File: src/hw/rtl/xxh_pkg.sv
// ----------------------------------------------------------------------------
// xxh_pkg: shared types and constants
// Primes, queue depth, the front-to-back command record, the back-end state codes and a rotate.
// ----------------------------------------------------------------------------
package xxh_pkg;

    localparam logic [63:0] P1 = 64'd11400714785074694791;
    localparam logic [63:0] P2 = 64'd14029467366897019727;
    localparam logic [63:0] P3 = 64'd1609587929392839161;
    localparam logic [63:0] P4 = 64'd9650029242287828579;
    localparam logic [63:0] P5 = 64'd2870177450012600261;

    localparam int unsigned QDEPTH = 2;

    // command kinds passed from the front end to the back end
    typedef enum logic [1:0] {
        CMD_STRIPE = 2'd0,
        CMD_FINAL  = 2'd1,
        CMD_FINAL_STRIPE = 2'd2
    } t_cmd_kind;

    typedef struct packed {
        t_cmd_kind   kind;
        logic [63:0] w0;
        logic [63:0] w1;
        logic [63:0] w2;
        logic [63:0] w3;
        logic [1:0]  npend;
        logic [3:0]  nbytes;
        logic [63:0] total;
    } t_cmd;

    typedef enum logic [3:0] {
        ST_IDLE,
        ST_STRIPE_A,
        ST_STRIPE_B,
        ST_MERGE_SUM,
        ST_MERGE_A,
        ST_MERGE_B,
        ST_MERGE_C,
        ST_TAIL_A,
        ST_TAIL_B,
        ST_TAIL_C,
        ST_AVAL_A,
        ST_AVAL_B,
        ST_DONE
    } t_state;

    function automatic logic [63:0] rotl(input logic [63:0] v, input logic [5:0] r);
        rotl = (v << r) | (v >> (7'd64 - {1'b0, r}));
    endfunction

endpackage

File: src/hw/rtl/xxh_queue.sv
// ----------------------------------------------------------------------------
// xxh_queue: command fifo
// Short queue decoupling intake from the hashing engine.
// ----------------------------------------------------------------------------
module xxh_queue (
    input  logic          i_clk,
    input  logic          i_rst_n,
    input  logic          i_wr_valid,
    output logic          o_wr_ready,
    input  xxh_pkg::t_cmd i_wr_cmd,
    output logic          o_rd_valid,
    input  logic          i_rd_ready,
    output xxh_pkg::t_cmd o_rd_cmd
);
    xxh_pkg::t_cmd r_mem [xxh_pkg::QDEPTH];
    logic r_wp, r_rp;
    logic [1:0] r_cnt;
    logic wr, rd;

    assign o_wr_ready = r_cnt != 2'(xxh_pkg::QDEPTH);
    assign o_rd_valid = r_cnt != 2'd0;
    assign wr = i_wr_valid && o_wr_ready;
    assign rd = o_rd_valid && i_rd_ready;
    assign o_rd_cmd = r_mem[r_rp];

    always_ff @(posedge i_clk) begin
        if (!i_rst_n) begin
            r_wp <= 1'b0;
            r_rp <= 1'b0;
            r_cnt <= 2'd0;
        end else begin
            if (wr) r_wp <= ~r_wp;
            if (rd) r_rp <= ~r_rp;
            r_cnt <= r_cnt + {1'b0, wr} - {1'b0, rd};
        end
    end

    always_ff @(posedge i_clk) begin
        if (wr) r_mem[r_wp] <= i_wr_cmd;
    end
endmodule

File: config.mk
export PLATFORM = sky130hd
export DESIGN_NAME = xxh_queue
export DESIGN_NICKNAME = d
export VERILOG_FILES = /design/src/hw/rtl/xxh_pkg.sv /design/src/hw/rtl/xxh_queue.sv
export SDC_FILE = /design/constraint.sdc
export NUM_CORES = 1
export LEC_CHECK = 0
export BUFFER_PORTS_ARGS = -buffer_cell sky130_fd_sc_hd__buf_4
export CORE_AREA = 8 8 248 250
export CTS_CLUSTER_SIZE = 16
export DETAILED_ROUTE_END_ITERATION = 7
export DIE_AREA = 0 0 256 258
export PLACE_DENSITY = 0.69
export SYNTH_ARGS = -nofsm -noshare
export SYNTH_HDL_FRONTEND = slang
export SYNTH_SLANG_ARGS = --single-unit
File: constraint.sdc
create_clock -name i_clk -period 22.7 [get_ports i_clk]
set_clock_uncertainty 0.15 [all_clocks]
set_input_delay 6.81 -clock i_clk [delete_from_list [all_inputs] [get_ports i_clk]]
set_output_delay 6.81 -clock i_clk [all_outputs]
set_load 0.02 [all_outputs]
==> metrics.md <==
| Metric | Value |
|---|---|
| Outcome | `complete, no violations` |
| Synth-to-layout area growth | `31.7%` |
| CP Max Fanout | `78` |
| Bufs on Longest Clock Path | `3` |
| Gate Count Post-Synth | `1,044` |
| Pwr Density | `115 nW/um^2` |
| Register area | `around 20,000 sq um` |
| Tcrit/Tclk final | `48.8%` |
| Sw Share | `29.2%` |
| Post_cts resized | `0` |
| ANT nets after route | `0` |
| RSZ-0062 raised after global routing | `false` |
| Crit path capture type | `output port` |
| Hold-fix buffers, CTS | `0` |
| First-pass GRT wire length | `87,000 microns` |
| Syn avg cell area | `23.1 sq um` |
| Setup CP Type | `reg -> out` |
| Hpwl dp | `42,900 microns` |
| Worst Path Required | `~16 ns` |
| Share of cells above drive strength 1 | `60.9%` |
| Seq pwr share | `43.4%` |
| Clock Power Share | `28.8%` |
| TritonCTS clock tree | `yes` |
| Post-Syn Area | `24,100 sq um` |
| Slew @ Worst Pin | `1.10 ns` |
| Final Wtd Congestion | `0.844` |
| Total GRT Usage | `17.4%` |
| CTS clk-pin slew, worst paths | `0.06 ns` |
| Root Driver | `clkbuf_16` |
| DR vias/cell | `roughly 5` |
| CTS sink cnt | `between 600 and 700` |
| DRT Wirelength | `roughly 61,000 microns` |
| # placed instances | `2,447` |
| Minimum clock period | `11.09 ns` |
| Commonest non-fill, non-tap cell in the layout | `buf_4` |
| Full die area | `about 66,000 sq um` |
| Setup violators final | `0` |
| Cell Int Power | `~2.6 mW` |
| Fin Setup TNS | `0 ns` |
| First-pass DRT Iterations | `4` |
| Initial antenna violation count | `9` |
| Register area share after synthesis | `between 80% and 90%` |
| Peak supply drop | `0.0735 mV` |
| Worst setup margin | `11.61 ns` |
| Number of max-cap violations | `0` |
| DRT iter0 DRCs | `roughly 690` |
| YS warnings | `0` |
| Maximum clock frequency | `90.2 MHz` |
| Grt ovf | `0` |
| Hold Path Class | `reg -> reg` |
| P_sw | `between 1 and 1.5 mW` |
| Crit path DAT | `4.13 ns` |
| Io pins | `approximately 660` |
| CTS buffer count | `69` |
| Multi-input logic area | `approximately 3800 sq um` |
| Final std cells w/o fill | `roughly 2,600` |
| Vias in the first global route | `13,508` |
| NumNets Final | `~2,100` |
| Combinational power share | `27.8%` |
| Worst setup SP type | `flip-flop` |
| Std-Cell Core Area | `between 50,000 and 60,000 sq um` |
| Worst Hold Path Cells | `2` |
| Reg2Reg Depth | `5` |
| Post-Place Setup Slack | `12.18 ns` |
| Commonest non-fill, non-tap cells in the layout | `674 x buf_4, 656 x edfxtp_1, 328 x mux2_2` |
| IO buf count | `661` |
| Syn_nets | `1,378` |
| Postcts setup bufs | `0` |
| Height of the chip | `around 260 microns` |
| Final hold vios | `0` |
| Relative slew slack | `26.8%` |
| Residual DRC | `0` |
| Lkg Pwr | `roughly 12 nW` |
| Worst-skew pair later-pin latency | `0.57 ns` |
| Largest net degree at the start of global routing | `79` |
| Filler Cell Count | `approximately 4,400` |
| DR WL/cell | `between 20 and 25 microns` |
| Slew Limit Fails | `0` |
| Initial core utilization | `42.1%` |
| FP Rows | `88` |
| Die X | `256 microns` |
| Yosys reg bits | `661` |
| Htree depth | `3` |
| Via count | `12,502` |
| Hold Slack | `a little under 0.4 ns` |
| Distinct cells, synth | `18` |
[flip-flops by register name, indices dropped and copies added (netlist names), named ones only]
signal and cells:
r_mem 656, r_cnt 2, r_rp 1, r_wp 1
[kinds of logic (layout without fill, tap and decap cells)]
family | count (synthesis) | in the layout | share of synthesized area [%]
adder cells (fa/ha/maj) | 2 | 2 | 0.104
AO/OA/AOI/OAI | 1 | 1 | 0.0311
multiplexers | 329 | 329 | 15.4
flip-flops | 661 | 661 | 82.1
buffers and inverters | 37 | 794 | 2.09
AND/OR/NAND/NOR | 11 | 11 | 0.254
other | 0 | 7 | 0
XOR/XNOR | 3 | 3 | 0.109
[final timing paths]
path / from / endpoint / slack, ns
worst max register to register: r_cnt[0]$_SDFF_PN0_ / r_mem[0][252]$_DFFE_PP_ / 18.84
worst min register to register: r_rp$_SDFFE_PN0P_ / flip-flop / 0.40
worst min-delay path: r_rp$_SDFFE_PN0P_ / flip-flop / 0.40
worst max-delay path: flip-flop / o_rd_cmd[297] / 11.61
[power by group through the flow]
| stage | Sequential (mW) | Clock, mW | Combinational (mW) |
|---|---|---|---|
| 2_1_floorplan | 1.67 | 0 | 0.638 |
| 3_3_place_gp | 1.61 | 0 | 1.02 |
| 3_5_place_dp | 1.61 | 0 | 1.03 |
| 4_1_cts | 1.59 | 1.09 | 1.03 |
| 5_1_grt | 1.60 | 1.13 | 1.07 |
| 6_report | 1.59 | 1.06 | 1.02 |
[per-layer routing]
metal	track usage, %	wire (microns)	vias up
met5	0	27	-
met1	19.5	22200	6258
met3	6.02	4950	108
met2	30.1	31500	537
li1	-	-	5595
met4	7.73	1990	4
[stage by stage]
step | instance area, sq um | utilization [%] | power [mW]
after floorplan | 24100 | - | 2.31
after global placement | 29700 | 51.7 | 2.63
after detailed placement | 29700 | 51.7 | 2.64
after CTS | 31800 | 55.4 | 3.71
after global routing | 31800 | 55.4 | 3.80
final | 31800 | 55.4 | 3.66
[Yosys cell counts (all sizes together)]
cell | n | area, sq um
nand2 | 2 | 7.51
or2 | 1 | 6.26
xnor2 | 3 | 26.3
and2 | 2 | 12.5
nor2b | 2 | 12.5
ha | 2 | 25.0
o21a | 1 | 7.51
edfxtp | 656 | 19700
inv | 1 | 3.75
clkbuf | 31 | 427
buf | 5 | 73.8
mux2i | 1 | 10.0
mux2 | 328 | 3690
and3 | 1 | 6.26
nand2b | 2 | 12.5
dfxtp | 5 | 100
nor2 | 1 | 3.75
[worst max-delay path, cell delays in order, from the launching register on]
cell and delay (ns):
dfxtp_4 1.00, buf_4 0.95, buf_4 0.84, mux2_2 0.43
buf_4 0.16
[final cells by class]
cell class / count / area share (%)
diodes: 7 / 0.0551
clock buffers: 83 / 5.66
clock inverters: 36 / 0.968
inverters: 1 / 0.0118
multi-input cells: 346 / 12.1
flip-flops and latches: 661 / 62.3
well taps: 765 / 3.01
repair buffers: 674 / 15.9
No activity file was read; power rests on OpenSTA's default activity.
