**config.mk**
```make
export PLATFORM = sky130hd
export DESIGN_NAME = xxh_front_flat
export DESIGN_NICKNAME = d
export VERILOG_FILES = /design/src/hw/rtl/xxh_pkg.sv /design/src/hw/rtl/xxh_if.sv /design/src/hw/rtl/xxh_front.sv /design/src/flat_wrapper.sv
export SDC_FILE = /design/constraint.sdc
export NUM_CORES = 1
export LEC_CHECK = 0
export BUFFER_PORTS_ARGS = -buffer_cell sky130_fd_sc_hd__buf_2
export CELL_PAD_IN_SITES_DETAIL_PLACEMENT = 1
export CELL_PAD_IN_SITES_GLOBAL_PLACEMENT = 2
export CORE_ASPECT_RATIO = 1.25
export CORE_MARGIN = 3
export CORE_UTILIZATION = 34
export DETAILED_ROUTE_END_ITERATION = 6
export GPL_ROUTABILITY_DRIVEN = 0
export PLACE_DENSITY = 0.95
export SYNTH_ARGS = -nofsm -noshare
export SYNTH_HDL_FRONTEND = slang
export SYNTH_SLANG_ARGS = --single-unit
```
**constraint.sdc**
```tcl
create_clock -name i_clk -period 4 [get_ports i_clk]
set_input_delay 0 -clock i_clk [delete_from_list [all_inputs] [get_ports i_clk]]
set_output_delay 0 -clock i_clk [all_outputs]
set_load 0.005 [all_outputs]
```
**src/hw/rtl/xxh_pkg.sv**
```systemverilog
// ----------------------------------------------------------------------------
// xxh_pkg: shared types and constants
// Primes, queue depth, the front-to-back command record, the back-end state codes and a rotate.
// ----------------------------------------------------------------------------
package xxh_pkg;

    localparam logic [63:0] P1 = 64'd11400714785074694791;
    localparam logic [63:0] P2 = 64'd14029467366897019727;
    localparam logic [63:0] P3 = 64'd1609587929392839161;
    localparam logic [63:0] P4 = 64'd9650029242287828579;
    localparam logic [63:0] P5 = 64'd2870177450012600261;

    localparam int unsigned QDEPTH = 2;

    // command kinds passed from the front end to the back end
    typedef enum logic [1:0] {
        CMD_STRIPE = 2'd0,
        CMD_FINAL  = 2'd1,
        CMD_FINAL_STRIPE = 2'd2
    } t_cmd_kind;

    typedef struct packed {
        t_cmd_kind   kind;
        logic [63:0] w0;
        logic [63:0] w1;
        logic [63:0] w2;
        logic [63:0] w3;
        logic [1:0]  npend;
        logic [3:0]  nbytes;
        logic [63:0] total;
    } t_cmd;

    typedef enum logic [3:0] {
        ST_IDLE,
        ST_STRIPE_A,
        ST_STRIPE_B,
        ST_MERGE_SUM,
        ST_MERGE_A,
        ST_MERGE_B,
        ST_MERGE_C,
        ST_TAIL_A,
        ST_TAIL_B,
        ST_TAIL_C,
        ST_AVAL_A,
        ST_AVAL_B,
        ST_DONE
    } t_state;

    function automatic logic [63:0] rotl(input logic [63:0] v, input logic [5:0] r);
        rotl = (v << r) | (v >> (7'd64 - {1'b0, r}));
    endfunction

endpackage

```
**src/hw/rtl/xxh_if.sv**
```systemverilog
// ----------------------------------------------------------------------------
// xxh_if: stream channels
// Valid/ready channels for message words, digests and seed writes.
// ----------------------------------------------------------------------------
interface xxh_word_if;
    logic        valid;
    logic        ready;
    logic [63:0] data_word;
    logic [3:0]  byte_count;
    logic        last;
    modport source (output valid, output data_word, output byte_count, output last,
                    input ready);
    modport sink (input valid, input data_word, input byte_count, input last,
                  output ready);
endinterface


```
**src/hw/rtl/xxh_front.sv**
```systemverilog
// ----------------------------------------------------------------------------
// xxh_front: word intake
// Buffers words into stripes, tracks the byte total and issues commands.
// ----------------------------------------------------------------------------
module xxh_front (
    input  logic          i_clk,
    input  logic          i_rst_n,
    xxh_word_if.sink      in_ch,
    input  logic          i_cfg_wr,
    output logic          o_cmd_valid,
    output xxh_pkg::t_cmd o_cmd,
    input  logic          i_cmd_ready
);
    logic [63:0] r_pend [3];
    logic [1:0]  r_cnt, n_cnt;
    logic [63:0] r_total, n_total;
    logic [3:0]  nb;
    logic        emit, acc;

    assign in_ch.ready = i_cmd_ready && !i_cfg_wr;
    assign acc = in_ch.valid && in_ch.ready;
    assign nb = !in_ch.last ? 4'd8 : (in_ch.byte_count > 4'd8 ? 4'd8 : in_ch.byte_count);

    always_comb begin
        o_cmd.w0 = r_pend[0];
        o_cmd.w1 = r_pend[1];
        o_cmd.w2 = r_pend[2];
        o_cmd.w3 = in_ch.data_word;
        o_cmd.npend = r_cnt;
        o_cmd.nbytes = nb;
        n_total = r_total + {60'd0, nb};
        o_cmd.total = n_total;
        emit = 1'b0;
        o_cmd.kind = xxh_pkg::CMD_STRIPE;
        n_cnt = r_cnt;
        if (in_ch.last) begin
            emit = 1'b1;
            n_cnt = 2'd0;
            if (nb == 4'd8 && r_cnt == 2'd3) begin
                o_cmd.kind = xxh_pkg::CMD_FINAL_STRIPE;
                o_cmd.npend = 2'd0;
                o_cmd.nbytes = 4'd0;
            end else begin
                o_cmd.kind = xxh_pkg::CMD_FINAL;
            end
        end else if (r_cnt == 2'd3) begin
            emit = 1'b1;
            n_cnt = 2'd0;
        end else begin
            n_cnt = r_cnt + 2'd1;
        end
    end

    assign o_cmd_valid = in_ch.valid && !i_cfg_wr && emit;

    always_ff @(posedge i_clk) begin
        if (!i_rst_n || i_cfg_wr) begin
            r_cnt   <= 2'd0;
            r_total <= 64'd0;
        end else if (acc) begin
            r_cnt   <= n_cnt;
            r_total <= in_ch.last ? 64'd0 : n_total;
        end
    end

    always_ff @(posedge i_clk) begin
        if (acc && !in_ch.last && r_cnt != 2'd3) begin
            r_pend[r_cnt] <= in_ch.data_word;
        end
    end
endmodule

```
**src/flat_wrapper.sv**
```systemverilog
// flat-port wrapper written by rule: the top's interface ports become plain ports
module xxh_front_flat 
  (i_clk, i_rst_n, i_cfg_wr, o_cmd_valid, o_cmd, i_cmd_ready, in_ch_valid, in_ch_data_word, in_ch_byte_count, in_ch_last, in_ch_ready);
  xxh_word_if in_ch_i ();
  input  logic i_clk;
  input  logic i_rst_n;
  input  logic i_cfg_wr;
  output logic o_cmd_valid;
  output xxh_pkg::t_cmd o_cmd;
  input  logic i_cmd_ready;
  input wire logic [$bits(in_ch_i.valid)-1:0] in_ch_valid;
  input wire logic [$bits(in_ch_i.data_word)-1:0] in_ch_data_word;
  input wire logic [$bits(in_ch_i.byte_count)-1:0] in_ch_byte_count;
  input wire logic [$bits(in_ch_i.last)-1:0] in_ch_last;
  output wire logic [$bits(in_ch_i.ready)-1:0] in_ch_ready;
  assign in_ch_i.valid = in_ch_valid;
  assign in_ch_i.data_word = in_ch_data_word;
  assign in_ch_i.byte_count = in_ch_byte_count;
  assign in_ch_i.last = in_ch_last;
  assign in_ch_ready = in_ch_i.ready;
  xxh_front u_core (.i_clk(i_clk), .i_rst_n(i_rst_n), .in_ch(in_ch_i), .i_cfg_wr(i_cfg_wr), .o_cmd_valid(o_cmd_valid), .o_cmd(o_cmd), .i_cmd_ready(i_cmd_ready));
endmodule
```
==> reports/qor.txt <==
RR Endpoint - u_core.r_total[42]$_SDFFE_PP0P_
Port Buffers - 403
remaining global-route overflow - 0
status - complete, no violations
Starting Density - 34.8%
post-CTS sizing - 0
post-synth top area share - 51.5%
DIE HEIGHT - 209 um
WL final - 42.9 mm
Fmax - 0.294 GHz
CTS Buf Count - 26
top_reg_cell synth - edfxtp_1
flop2flop setup slack - 1130 ps
worst hold path type - input pin to flip-flop
pin slew with the least headroom to its limit - 1020 ps
HP Start - in_ch_last
R2R Path Start - u_core.r_total[26]$_SDFFE_PP0P_
Final Cycle Share - 85.0%
Place WS - 885 ps
total track usage - 23.1%
fin crit period - 3400 ps
Max IR drop VDD - 0.285 mV
clk_skew - 7.69 ps
CP Data Required Time - 4000 ps
Slew HR - 32.1%
vias per cell - 5.41
Final WS setup - 600 ps
FF+latch count, synth - 258
max-slew violations - 0
Clock Latency Late Sink - 540 ps
Synth Instances - 923
Yosys cell types - 61
htree depth - 1
max_cap viols - 0
cells on worst reg2reg path - 5
CTS max path bufs - 3
CP Launch Type - flip-flop
via count - 9446
Synthesis Warnings - 0
Avg Cell Area, Syn - 12.1 um^2
Endpoint, Worst Hold - u_core.r_total[2]$_SDFFE_PP0P_
Final Hold Violating Endpoints - 0
final setup violation count - 0
Syn Nets - 1006
EDFF count, synth - 192
largest net degree at the start of global routing - 65
TritonRoute pass-1 iters - 5
PD cells - 382 nW/um^2
first-pass GRT wire length - 61.8 mm
Routed Antenna Nets - 0
io pins - 404
most numerous cell in the Yosys netlist - edfxtp_1
Synth area leaders - edfxtp_1, dfxtp_1, buf_4, xnor2_1, nand2_1
DP Wirelength - 31.0 mm
DRC violations left - 0
CTS tree - yes
element type at the critical path end - output pin
post-synthesis sequential area ratio - 63.3%
TritonCTS Sinks - 258
P_leak - 0.00577 uW
share of cells above drive strength 1 - 35.1%
Placeable Area - 32200 um^2
CP max FO - 10
Die Wd - 168 um
worst path arrival time - 3400 ps
Post-CTS Setup Repair Bufs - 0
Root Driver - clkbuf_16
RSZ-0062 raised after global routing - no
hold path cells - 5
number of DRC markers in iteration 0 - 721
vias in the first global route - 9562
NumNets Final - 1398
Post-synth top cells - edfxtp_1, nand2_1, dfxtp_1
dominant cell type by area after synthesis - edfxtp_1
TNS Setup - 0 ps
kind of critical path - flip-flop to output pin
clk slew on worst S/H paths - 60 ps
synthesized area - 11200 um^2
DR WL/cell - 24.6 um
initial antenna violation count - 5
Post-synth ARST share - 0%
num rows - 73
die area - 35100 um^2
Syn-to-layout area delta - 30.7%
## layout make-up
type,count,area [um^2]
Antenna cell,2,5.00
Clock buffer,30,687
Multi-Input combinational cell,533,3370
Clock inverter,16,143
Tap cell,412,515
Timing Repair Buffer,481,2760
Sequential cell,258,7090
Inverter,15,56.3
Fill cell,3511,17500
## cells in the final DEF, fill, tap and decap left out, drive strengths merged, types with 5 or more instances in the layout
cell type	Yosys	final
buf	72	417
edfxtp	192	192
nand2	68	68
dfxtp	66	66
dlygate4sd3	0	64
nor2	47	47
a21oi	38	38
o21ai	34	34
xnor2	33	33
nand4	33	33
nand3	32	32
nor3	32	32
clkbuf	45	30
xor2	27	27
and3	20	20
inv	15	16
or4	16	16
or3	15	15
a31oi	13	13
and4	12	12
and2	12	12
nor4	12	12
clkinv	0	10
o31ai	8	8
ha	8	8
o211ai	7	7
a21o	6	6
o31a	5	5
o41a	5	5
## critical path, cell delays in order, from the launching register on
cell	delay, ps
dfxtp_1	580
nand4_4	230
or4_1	620
nor3_1	610
and3_1	320
xor2_1	330
buf_2	180
## state kept, by name, indices dropped and copies added, names as in the netlist
| signal | count |
|---|---|
| u_core.r_cnt | 2 |
| u_core.r_pend | 192 |
| u_core.r_total | 64 |
## layer usage
metal,share of wire (%),wire (um),vias to the layer above,GRT usage [%]
li1,-,-,4173,-
met1,37,16100,4734,26.6
met2,53,22700,467,43.0
met3,6.5,2780,72,3.90
met4,3.3,1430,0,7.71
met5,0,0,-,0
## repair_timing
action,4_1_cts,5_1_grt
endpoints found under the hold margin,192,0
hold buffers,64,0
endpoints found under the setup margin,0,0
## worst max-delay path by stage
stage	cells after the start	startpoint	end
after floorplan	3	u_core.r_cnt[0]$_SDFFE_PP0P_	u_core.r_pend[0][0]$_DFFE_PP_
after global placement	11	in_ch_last	u_core.r_total[42]$_SDFFE_PP0P_
after detailed placement	11	in_ch_last	u_core.r_total[42]$_SDFFE_PP0P_
after CTS	6	u_core.r_total[6]$_SDFFE_PP0P_	o_cmd[61]
after global routing	6	u_core.r_total[26]$_SDFFE_PP0P_	o_cmd[62]
final	6	u_core.r_total[6]$_SDFFE_PP0P_	o_cmd[47]
## kinds of logic after synthesis
group | share of synthesized area, %
buffers and inverters | 6.67
adder cells (fa/ha/maj) | 1.07
XOR/XNOR | 4.70
AO/OA/AOI/OAI | 8.74
AND/OR/NAND/NOR | 15.2
flip-flops | 63.3
multiplexers | 0.268
## power by group
part / internal, uW / leakage, uW / switching (uW)
Combinational: 118 / 0.00311 / 177
Clock: 1360 / 0.000397 / 1040
Sequential: 2890 / 0.00226 / 6.31
## through the flow
step	total power [uW]	std cells	area [um^2]	utilization (%)	hold slack (ps)
floorplan	3060	923	11200	-	30.2
finish	5590	1747	14600	45.5	27.9
global route	5770	1745	14600	45.5	47.1
detailed placement	3190	1635	13200	40.9	221
CTS	5630	1745	14600	45.5	14.4
global placement	3180	1635	13200	40.9	210
Power figures use the tool's default switching activity.
